<file path="src/sv/ubxd_pkg.sv">
// Package for the UBX-style frame deframer: parse phases, status and kind codes,
// configuration register indexes and their reset values.
// No dependencies; compile before the interfaces and modules.
package ubxd_pkg;

  // Parse phases, one-hot
  typedef enum logic [5:0] {
    PH_HUNT = 6'b000001,
    PH_SYNC = 6'b000010,
    PH_HEAD = 6'b000100,
    PH_PAY  = 6'b001000,
    PH_CKA  = 6'b010000,
    PH_CKB  = 6'b100000
  } phase_t;

  // Result item kinds
  localparam logic KIND_PAYLOAD = 1'b0;
  localparam logic KIND_END     = 1'b1;

  // Frame-end status codes
  localparam logic [1:0] STATUS_GOOD     = 2'd0;
  localparam logic [1:0] STATUS_BAD      = 2'd1;
  localparam logic [1:0] STATUS_TOO_LONG = 2'd2;

  // Header byte positions
  localparam logic [1:0] HDR_CLASS  = 2'd0;
  localparam logic [1:0] HDR_ID     = 2'd1;
  localparam logic [1:0] HDR_LEN_LO = 2'd2;
  localparam logic [1:0] HDR_LEN_HI = 2'd3;

  // Configuration register indexes
  localparam logic [1:0] REG_SYNC_FIRST  = 2'd0;
  localparam logic [1:0] REG_SYNC_SECOND = 2'd1;
  localparam logic [1:0] REG_MAX_PAYLOAD = 2'd2;

  // Configuration reset values
  localparam logic [7:0]  SYNC_FIRST_RESET  = 8'hB5;
  localparam logic [7:0]  SYNC_SECOND_RESET = 8'h62;
  localparam logic [15:0] MAX_PAYLOAD_RESET = 16'd1024;

endpackage

</file>
<file path="src/sv/ubxd_if.sv">
// Channel interfaces of the frame deframer: received bytes, result items and
// configuration writes. Each has valid/ready and a source and a sink modport.
// No dependencies.
interface ubxd_byte_if;
  logic       valid;
  logic       ready;
  logic [7:0] rx_byte;

  modport source (output valid, output rx_byte, input ready);
  modport sink   (input valid, input rx_byte, output ready);
endinterface

interface ubxd_item_if;
  logic        valid;
  logic        ready;
  logic        item_kind;
  logic [7:0]  data_byte;
  logic [7:0]  message_class;
  logic [7:0]  message_id;
  logic [15:0] byte_index;
  logic [1:0]  frame_status;

  modport source (output valid, output item_kind, output data_byte, output message_class,
                  output message_id, output byte_index, output frame_status, input ready);
  modport sink   (input valid, input item_kind, input data_byte, input message_class,
                  input message_id, input byte_index, input frame_status, output ready);
endinterface

interface ubxd_cfg_if;
  logic        valid;
  logic        ready;
  logic [1:0]  reg_index;
  logic [15:0] wdata;

  modport source (output valid, output reg_index, output wdata, input ready);
  modport sink   (input valid, input reg_index, input wdata, output ready);
endinterface

</file>
<file path="src/sv/ubx_frame_deframer_unit.sv">
// Frame deframer top level: sync hunt, header, payload tagging, Fletcher-8 check.
// Depends on ubxd_pkg and the interfaces in ubxd_if.sv.
//
//   channel | dir | payload                                   | request when
//   rx      | in  | rx_byte                                   | valid & ready
//   item    | out | item_kind, data_byte, message_class,      | valid & ready
//           |     | message_id, byte_index, frame_status      |
//   cfg     | in  | reg_index, wdata                          | valid & ready
//
// One byte per cycle sustained while the item channel takes results: an input
// register feeds the parser, whose next state and result are loaded together
// into the state and result registers. A byte passes through the input
// register and then the result register, which holds its result, if any.
// rst (synchronous) returns to sync hunting and loads the default sync bytes
// and maximum payload. A stalled result holds both stages; cfg is always ready.
module ubx_frame_deframer_unit (
  input  logic        clk,
  input  logic        rst,
  ubxd_byte_if.sink   rx,
  ubxd_item_if.source item,
  ubxd_cfg_if.sink    cfg
);
  import ubxd_pkg::*;

  // Configuration registers
  logic [7:0]  sync_first;
  logic [7:0]  sync_second;
  logic [15:0] max_payload;

  // Input stage
  logic       in_valid;
  logic [7:0] in_byte;

  // Parser state
  phase_t      phase, phase_next;
  logic [1:0]  header_count, header_count_next;
  logic [15:0] frame_length, frame_length_next;
  logic [15:0] payload_count, payload_count_next;
  logic [7:0]  class_hold, class_hold_next;
  logic [7:0]  id_hold, id_hold_next;
  logic [7:0]  sum_a, sum_a_next;
  logic [7:0]  sum_b, sum_b_next;
  logic [7:0]  received_check_a, received_check_a_next;

  // Result stage
  logic        out_valid;
  logic        emit;
  logic        kind_next;
  logic [7:0]  data_next;
  logic [15:0] index_next;
  logic [1:0]  status_next;

  logic        out_free;
  logic        step;
  logic [7:0]  add_a;
  logic [7:0]  add_b;
  logic [15:0] count_inc;
  logic [15:0] full_length;

  assign out_free = !out_valid || item.ready;
  assign step     = in_valid && out_free;
  assign rx.ready = !in_valid || out_free;
  assign cfg.ready = 1'b1;

  // Write configuration registers; unknown indexes are dropped
  always_ff @(posedge clk) begin
    if (rst) begin
      sync_first  <= SYNC_FIRST_RESET;
      sync_second <= SYNC_SECOND_RESET;
      max_payload <= MAX_PAYLOAD_RESET;
    end else if (cfg.valid) begin
      case (cfg.reg_index)
        REG_SYNC_FIRST:  sync_first  <= cfg.wdata[7:0];
        REG_SYNC_SECOND: sync_second <= cfg.wdata[7:0];
        REG_MAX_PAYLOAD: max_payload <= cfg.wdata;
        default: ;
      endcase
    end
  end

  // Capture the incoming byte when the input stage is free
  always_ff @(posedge clk) begin
    if (rst) begin
      in_valid <= 1'b0;
    end else if (rx.ready) begin
      in_valid <= rx.valid;
    end
  end

  always_ff @(posedge clk) begin
    if (rx.valid && rx.ready) begin
      in_byte <= rx.rx_byte;
    end
  end

  // Running Fletcher sum and helpers
  assign add_a       = sum_a + in_byte;
  assign add_b       = sum_b + add_a;
  assign count_inc   = payload_count + 16'd1;
  assign full_length = {in_byte, frame_length[7:0]};

  // Advance the parser by one byte
  always_comb begin
    phase_next            = phase;
    header_count_next     = header_count;
    frame_length_next     = frame_length;
    payload_count_next    = payload_count;
    class_hold_next       = class_hold;
    id_hold_next          = id_hold;
    sum_a_next            = sum_a;
    sum_b_next            = sum_b;
    received_check_a_next = received_check_a;
    emit        = 1'b0;
    kind_next   = KIND_PAYLOAD;
    data_next   = 8'd0;
    index_next  = 16'd0;
    status_next = STATUS_GOOD;
    case (phase)
      PH_SYNC: begin
        if (in_byte == sync_second) begin
          phase_next         = PH_HEAD;
          header_count_next  = HDR_CLASS;
          sum_a_next         = 8'd0;
          sum_b_next         = 8'd0;
          frame_length_next  = 16'd0;
          payload_count_next = 16'd0;
        end else begin
          phase_next = PH_HUNT;
        end
      end
      PH_HEAD: begin
        sum_a_next = add_a;
        sum_b_next = add_b;
        case (header_count)
          HDR_CLASS: begin
            class_hold_next   = in_byte;
            header_count_next = HDR_ID;
          end
          HDR_ID: begin
            id_hold_next      = in_byte;
            header_count_next = HDR_LEN_LO;
          end
          HDR_LEN_LO: begin
            frame_length_next = {8'd0, in_byte};
            header_count_next = HDR_LEN_HI;
          end
          default: begin
            frame_length_next  = full_length;
            header_count_next  = HDR_CLASS;
            payload_count_next = 16'd0;
            if (full_length > max_payload) begin
              // Abort an oversize frame right away
              phase_next  = PH_HUNT;
              emit        = 1'b1;
              kind_next   = KIND_END;
              index_next  = full_length;
              status_next = STATUS_TOO_LONG;
            end else if (full_length == 16'd0) begin
              phase_next = PH_CKA;
            end else begin
              phase_next = PH_PAY;
            end
          end
        endcase
      end
      PH_PAY: begin
        sum_a_next         = add_a;
        sum_b_next         = add_b;
        payload_count_next = count_inc;
        if (count_inc >= frame_length) begin
          phase_next = PH_CKA;
        end
        emit       = 1'b1;
        kind_next  = KIND_PAYLOAD;
        data_next  = in_byte;
        index_next = payload_count;
      end
      PH_CKA: begin
        received_check_a_next = in_byte;
        phase_next            = PH_CKB;
      end
      PH_CKB: begin
        phase_next  = PH_HUNT;
        emit        = 1'b1;
        kind_next   = KIND_END;
        index_next  = frame_length;
        status_next = (received_check_a == sum_a && in_byte == sum_b) ? STATUS_GOOD
                                                                      : STATUS_BAD;
      end
      default: begin
        phase_next = (in_byte == sync_first) ? PH_SYNC : PH_HUNT;
      end
    endcase
  end

  // Update parser state on each processed byte
  always_ff @(posedge clk) begin
    if (rst) begin
      phase            <= PH_HUNT;
      header_count     <= HDR_CLASS;
      frame_length     <= 16'd0;
      payload_count    <= 16'd0;
      class_hold       <= 8'd0;
      id_hold          <= 8'd0;
      sum_a            <= 8'd0;
      sum_b            <= 8'd0;
      received_check_a <= 8'd0;
    end else if (step) begin
      phase            <= phase_next;
      header_count     <= header_count_next;
      frame_length     <= frame_length_next;
      payload_count    <= payload_count_next;
      class_hold       <= class_hold_next;
      id_hold          <= id_hold_next;
      sum_a            <= sum_a_next;
      sum_b            <= sum_b_next;
      received_check_a <= received_check_a_next;
    end
  end

  // Load the result register; drop it once taken
  always_ff @(posedge clk) begin
    if (rst) begin
      out_valid <= 1'b0;
    end else if (out_free) begin
      out_valid <= step && emit;
    end
  end

  always_ff @(posedge clk) begin
    if (step && emit) begin
      item.item_kind     <= kind_next;
      item.data_byte     <= data_next;
      item.message_class <= class_hold_next;
      item.message_id    <= id_hold_next;
      item.byte_index    <= index_next;
      item.frame_status  <= status_next;
    end
  end

  assign item.valid = out_valid;

`ifndef SYNTHESIS
  // A payload byte always yields a payload result in the next cycle
  a_pay_emits: assert property (@(posedge clk) disable iff (rst)
    step && phase == PH_PAY |=> out_valid && item.item_kind == KIND_PAYLOAD)
    else $error("payload byte did not produce a payload result");

  // Second checksum byte ends the frame and resumes the hunt
  a_ckb_ends: assert property (@(posedge clk) disable iff (rst)
    step && phase == PH_CKB |=> phase == PH_HUNT && out_valid && item.item_kind == KIND_END)
    else $error("checksum byte did not close the frame");

  // Payload counter never reaches the frame length while in payload
  a_pay_count: assert property (@(posedge clk) disable iff (rst)
    phase == PH_PAY |-> payload_count < frame_length)
    else $error("payload count overran frame length");

  // Reset leaves the block hunting with no result pending
  a_reset: assert property (@(posedge clk)
    $past(rst) |-> phase == PH_HUNT && !out_valid && !in_valid)
    else $error("reset did not clear the parser");
`endif

endmodule
</file>
<file path="src/flat_wrapper.sv">
// flat-port wrapper written by rule: the top's interface ports become plain ports
module ubx_frame_deframer_unit_flat import ubxd_pkg::*;
  (clk, rst, rx_valid, rx_rx_byte, rx_ready, item_valid, item_item_kind, item_data_byte, item_message_class, item_message_id, item_byte_index, item_frame_status, item_ready, cfg_valid, cfg_reg_index, cfg_wdata, cfg_ready);
  ubxd_byte_if rx_i ();
  ubxd_item_if item_i ();
  ubxd_cfg_if cfg_i ();
  input  logic clk;
  input  logic rst;
  input wire logic [$bits(rx_i.valid)-1:0] rx_valid;
  input wire logic [$bits(rx_i.rx_byte)-1:0] rx_rx_byte;
  output wire logic [$bits(rx_i.ready)-1:0] rx_ready;
  output wire logic [$bits(item_i.valid)-1:0] item_valid;
  output wire logic [$bits(item_i.item_kind)-1:0] item_item_kind;
  output wire logic [$bits(item_i.data_byte)-1:0] item_data_byte;
  output wire logic [$bits(item_i.message_class)-1:0] item_message_class;
  output wire logic [$bits(item_i.message_id)-1:0] item_message_id;
  output wire logic [$bits(item_i.byte_index)-1:0] item_byte_index;
  output wire logic [$bits(item_i.frame_status)-1:0] item_frame_status;
  input wire logic [$bits(item_i.ready)-1:0] item_ready;
  input wire logic [$bits(cfg_i.valid)-1:0] cfg_valid;
  input wire logic [$bits(cfg_i.reg_index)-1:0] cfg_reg_index;
  input wire logic [$bits(cfg_i.wdata)-1:0] cfg_wdata;
  output wire logic [$bits(cfg_i.ready)-1:0] cfg_ready;
  assign rx_i.valid = rx_valid;
  assign rx_i.rx_byte = rx_rx_byte;
  assign rx_ready = rx_i.ready;
  assign item_valid = item_i.valid;
  assign item_item_kind = item_i.item_kind;
  assign item_data_byte = item_i.data_byte;
  assign item_message_class = item_i.message_class;
  assign item_message_id = item_i.message_id;
  assign item_byte_index = item_i.byte_index;
  assign item_frame_status = item_i.frame_status;
  assign item_i.ready = item_ready;
  assign cfg_i.valid = cfg_valid;
  assign cfg_i.reg_index = cfg_reg_index;
  assign cfg_i.wdata = cfg_wdata;
  assign cfg_ready = cfg_i.ready;
  ubx_frame_deframer_unit u_core (.clk(clk), .rst(rst), .rx(rx_i), .item(item_i), .cfg(cfg_i));
endmodule
</file>
<file path="config.mk">
export PLATFORM = sky130hd
export DESIGN_NAME = ubx_frame_deframer_unit_flat
export DESIGN_NICKNAME = d
export VERILOG_FILES = /design/src/sv/ubxd_pkg.sv /design/src/sv/ubxd_if.sv /design/src/sv/ubx_frame_deframer_unit.sv /design/src/flat_wrapper.sv
export SDC_FILE = /design/constraint.sdc
export NUM_CORES = 1
export LEC_CHECK = 0
export BUFFER_PORTS_ARGS = -buffer_cell sky130_fd_sc_hd__clkbuf_2
export CAP_MARGIN = 20
export CELL_PAD_IN_SITES_DETAIL_PLACEMENT = 0
export CELL_PAD_IN_SITES_GLOBAL_PLACEMENT = 1
export CORE_MARGIN = 3
export CORE_UTILIZATION = 48
export CTS_BUF_LIST = sky130_fd_sc_hd__clkbuf_4
export DETAILED_ROUTE_END_ITERATION = 7
export MAX_ROUTING_LAYER = met4
export PLACE_DENSITY_LB_ADDON = 0.1
export SLEW_MARGIN = 20
export SYNTH_ARGS = -nofsm -noshare
export SYNTH_HDL_FRONTEND = slang
export SYNTH_SLANG_ARGS = --single-unit
</file>
<file path="constraint.sdc">
create_clock -name clk -period 3.9 [get_ports clk]
set_clock_uncertainty 0.1 [all_clocks]
set_input_delay 0.195 -clock clk [delete_from_list [all_inputs] [get_ports clk]]
set_output_delay 0.195 -clock clk [all_outputs]
set_load 0.01 [all_outputs]
</file>
==> impl_summary.md <==
Synthesis
The share of synthesized flip-flops with an asynchronous set or reset is 0%. For this run, the leading register cell type out of synthesis is sky130_fd_sc_hd__dfxtp_1. The share of the Yosys chip area taken by registers is 44.3%. Synthesis inferred 165 register bits. The post-synthesis instance area is 8610 µm². The count of cell types in the netlist is 68.

The number of enable flip-flop cells after synthesis is 51. The number of instances in the synthesized netlist is 957. The count of yosys warnings during synthesis is 0. The post-synthesis net count is 1042.

Each instance of the synthesized netlist takes up on average 9.00 µm².

Layout
The most common cell after layout, fill and taps aside is sky130_fd_sc_hd__nand2_1. The growth of design area from synthesis to finish is 13.7%. The area occupied by registers is 3810 µm². The top cell types in the final layout, fill and taps aside, are sky130_fd_sc_hd__nand2_1 (120), sky130_fd_sc_hd__nor2_1 (118), sky130_fd_sc_hd__dfxtp_1 (114).

Cells with a size suffix above 1 make up 14.0% of the layout. Fill cells in the final layout number 1639. The final-stage net count is 1131. Summing all multi-input logic gate instances after layout gives 4400 µm².

Timing
The worst path meets setup with 0.357 ns of slack. The clock period could shrink to 3.54 ns. Based on the critical path, the design can be clocked at up to 0.282 GHz. Of the available clock period, the critical path in the final layout requires 90.9%. For the final routed database, the setup TNS stands at 0 ns.

At the pin with the least slew margin, the transition time is 0.997 ns. Setup repair after global routing left no endpoint under its margin. The final hold violation count was 0. The worst slew margin relative to its limit is 33.6%. The max-slew violation count is 0. The final setup violation count is 0.

Route
For this block, the via count after detailed routing is 6968. After the first detailed-routing iteration, the DRC count stood at 436. Once detail routing completed, the nets flagged for antenna violations numbered 0. The first detailed-routing pass took 5 iterations.

In the routed design, unresolved DRC markers number 0. In the routed layout, each cell is associated on average with a via count of 5.42. The final wirelength is 22.0 mm.

The routed wirelength normalized by instance count is 17.1 µm.

Critical path
Walking the worst path, the cells encountered are ha_1 -> and3_1 -> nand3_1 -> nor3_2 -> nand3_1 -> xnor2_1 -> ha_1 -> nand4_1 -> nor2_1 -> a2111oi_2 -> a31oi_4 -> mux2i_1 -> o22ai_1. The worst setup path is captured at a flop. The worst setup path is launched from a flop. The kind of cell with the highest combined delay along the critical path is simple AND/OR/NAND/NOR gates. The arrival time at the worst endpoint is 3.88 ns.

The maximum fanout along the worst path is 9. For this run, the slowest stage of the critical path takes 0.50 ns. The kind of critical path is flop to flop. The critical path required time is 4.23 ns. Among all stages on the critical path, the largest delay is contributed by sky130_fd_sc_hd__a2111oi_2.

Together, buffers and inverters on the worst path number 0.

Global routing
The total global routing overflow is 0. The initial antenna violation count came to 1. Entering global routing, the biggest net connects 91 pins. The via count of the first global-routing pass is 6694. The total routing resource utilization after global routing is 23.4%.

The wire length of the first global-routing pass is 35.7 mm.

Floorplanning
The starting density of the core is 49.4%. The die span in x is 140 µm. The I/O pin count is 77. The placement row count is 48. The die height is 140 µm. The die outline area is 19600 µm².

The core region is 17400 µm².

Job
The tool flagged a number of max-cap violations equal to 0.

CTS
TritonCTS built the clock tree. The total number of clock tree sinks is 165. The clock latency at the later pin of the worst-skew pair is 0.58 ns. The total number of H-tree levels is 4. The clock slew seen by the registers of the worst setup and hold paths is 0.15 ns. In this run the post-CTS setup repair buffer count came out at 0. The buffer depth of the longest clock path is 2. The tree is rooted in a sky130_fd_sc_hd__clkbuf_4. The number of buffers inserted during clock tree synthesis is 17.

Outcome
The flow ran to the end, and the final reports show no timing, DRC or antenna violations.

Pwr
The total design power is 3.09 mW. The leakage dissipation is 3.83 nW. Dividing total power by cell area gives a power density of 316 nW/µm².

Of the total power, combinational logic draws 8.9%. The worst voltage drop across the vdd grid is 0.206 mV. The power dissipated by switching net loads is 0.856 mW. Net switching is 27.7% of the power. The portion of total power attributed to sequential cells is 58.6%. The proportion of power drawn by the clock network is 32.4%. The internal power component is 2.24 mW.

Place
During placement, the flow inserted port buffers numbering 75. The minimum setup slack after placement is 0.306 ns. The routability-driven placement congestion ratio is 0.850. The detailed placement HPWL is 14.9 mm.

Hold path
The worst min-delay path class is input pin to flop.
cells in the mapped netlist, types with 4 or more instances:
library cell                 n  share of area, %
sky130_fd_sc_hd__nor2b_1    18               1.3
sky130_fd_sc_hd__a21oi_1    55               3.2
sky130_fd_sc_hd__a211o_1    10               1.0
sky130_fd_sc_hd__a22o_1      8              0.81
sky130_fd_sc_hd__and3_1     12              0.87
sky130_fd_sc_hd__xnor2_1    35               3.6
sky130_fd_sc_hd__nand4_1    15               1.1
sky130_fd_sc_hd__a311oi_1   16               1.6
sky130_fd_sc_hd__nand3_1    32               1.9
sky130_fd_sc_hd__inv_1      52               2.3
sky130_fd_sc_hd__a31oi_1     4              0.29
sky130_fd_sc_hd__o21ai_0    19               1.1
sky130_fd_sc_hd__a22oi_1    24               2.1
sky130_fd_sc_hd__nor2_1    118               5.1
sky130_fd_sc_hd__o211ai_1    5              0.44
sky130_fd_sc_hd__clkbuf_1   38               1.7
sky130_fd_sc_hd__ha_1       52               7.6
sky130_fd_sc_hd__nand2_1   120               5.2
sky130_fd_sc_hd__xor2_1     22               2.2
sky130_fd_sc_hd__dfxtp_1   114                27
sky130_fd_sc_hd__mux2i_1    20               2.3
sky130_fd_sc_hd__nor3b_1     6              0.52
sky130_fd_sc_hd__nor3_1     12              0.70
sky130_fd_sc_hd__nor4_1     12              0.87
sky130_fd_sc_hd__edfxtp_1   51                18
sky130_fd_sc_hd__a21o_1      6              0.52
sky130_fd_sc_hd__buf_2      12              0.70
sky130_fd_sc_hd__a211oi_1    4              0.35
sky130_fd_sc_hd__nand2b_1    6              0.44
final cells by class:
class / instances / share of cell area (%)
multi-input combinational: 686 / 44.9
sequential: 165 / 39.0
timing repair buffer: 124 / 8.44
tap: 225 / 2.88
inverter: 52 / 1.99
clock inverter: 15 / 1.46
clock buffer: 17 / 1.30
antenna: 2 / 0.0511
worst min-delay path: cells and delay by family:
family	cells	cell delay (ns)
buffers and inverters	2	0.28
AND/OR/NAND/NOR	2	0.12
multiplexers	1	0.13
final timing paths:
path                      startpoint                    end  slack [ns]  cells after the start
min reg2reg    u_core.max_payload[1]  u_core.max_payload[1]        0.37                      2
max reg2reg  u_core.payload_count[0]        u_core.phase[4]        0.36                     13
max          u_core.payload_count[0]        u_core.phase[4]        0.36                     13
min                 cfg_reg_index[0]   u_core.sync_first[6]        0.07                      5
registers in the layout, indices dropped and copies added (netlist names):
register	cells
u_core.received_check_a	8
u_core.in_valid	1
u_core.sum_b	8
u_core.phase	6
u_core.item.frame_status	2
u_core.header_count	2
u_core.item.message_class	8
u_core.payload_count	16
u_core.item.valid	1
u_core.in_byte	8
u_core.item.message_id	8
u_core.sync_first	8
u_core.frame_length	16
u_core.max_payload	16
u_core.class_hold	8
u_core.item.byte_index	16
u_core.id_hold	8
u_core.sum_a	8
u_core.item.data_byte	8
u_core.item.item_kind	1
u_core.sync_second	8
cells by family (layout without fill, tap and decap cells):
logic type      Yosys count  count (layout)  synth area share [%]
fa+ha+maj                54              54                  8.02
mux                      21              21                  2.46
simple gates            374             374                  20.2
xor+xnor                 57              57                  5.80
other cells               1               3                0.0436
compound gates          179             179                  14.3
flops                   165             165                  44.3
buf+inv                 106             208                  4.84
metal layers:
layer,vias to the layer above,GRT usage [%],wire (µm)
li1,3536,-,-
met3,24,3.48,898
met1,3258,31.6,10400
met4,0,5.97,296
met2,150,37.4,10400
met5,-,-,0
stage by stage:
stage	cell area [µm²]	hold WS, ns	std cells	util, %
6_report	9790	0.0706	1286	56.2
4_1_cts	9760	0.00253	1283	56.0
5_1_grt	9790	0.0659	1286	56.2
3_5_place_dp	9230	0.274	1225	53.0
2_1_floorplan	8610	0.194	957	-
3_3_place_gp	9230	0.274	1225	53.0
power groups by stage:
stage               Combinational (mW)  Clock, mW  Sequential [mW]
floorplan                        0.169          0             1.85
global placement                 0.253          0             1.85
detailed placement               0.254          0             1.85
CTS                              0.275       1.03             1.81
global route                     0.307       1.10             1.82
finish                           0.277       1.00             1.81
what timing repair did:
action / 4_1_cts / 5_1_grt
resized for setup: 0 / 2
endpoints found under the hold margin: 43 / 1
hold buffers: 26 / 1
setup endpoints to repair: 0 / 6
No activity file was read; power rests on OpenSTA's default activity.
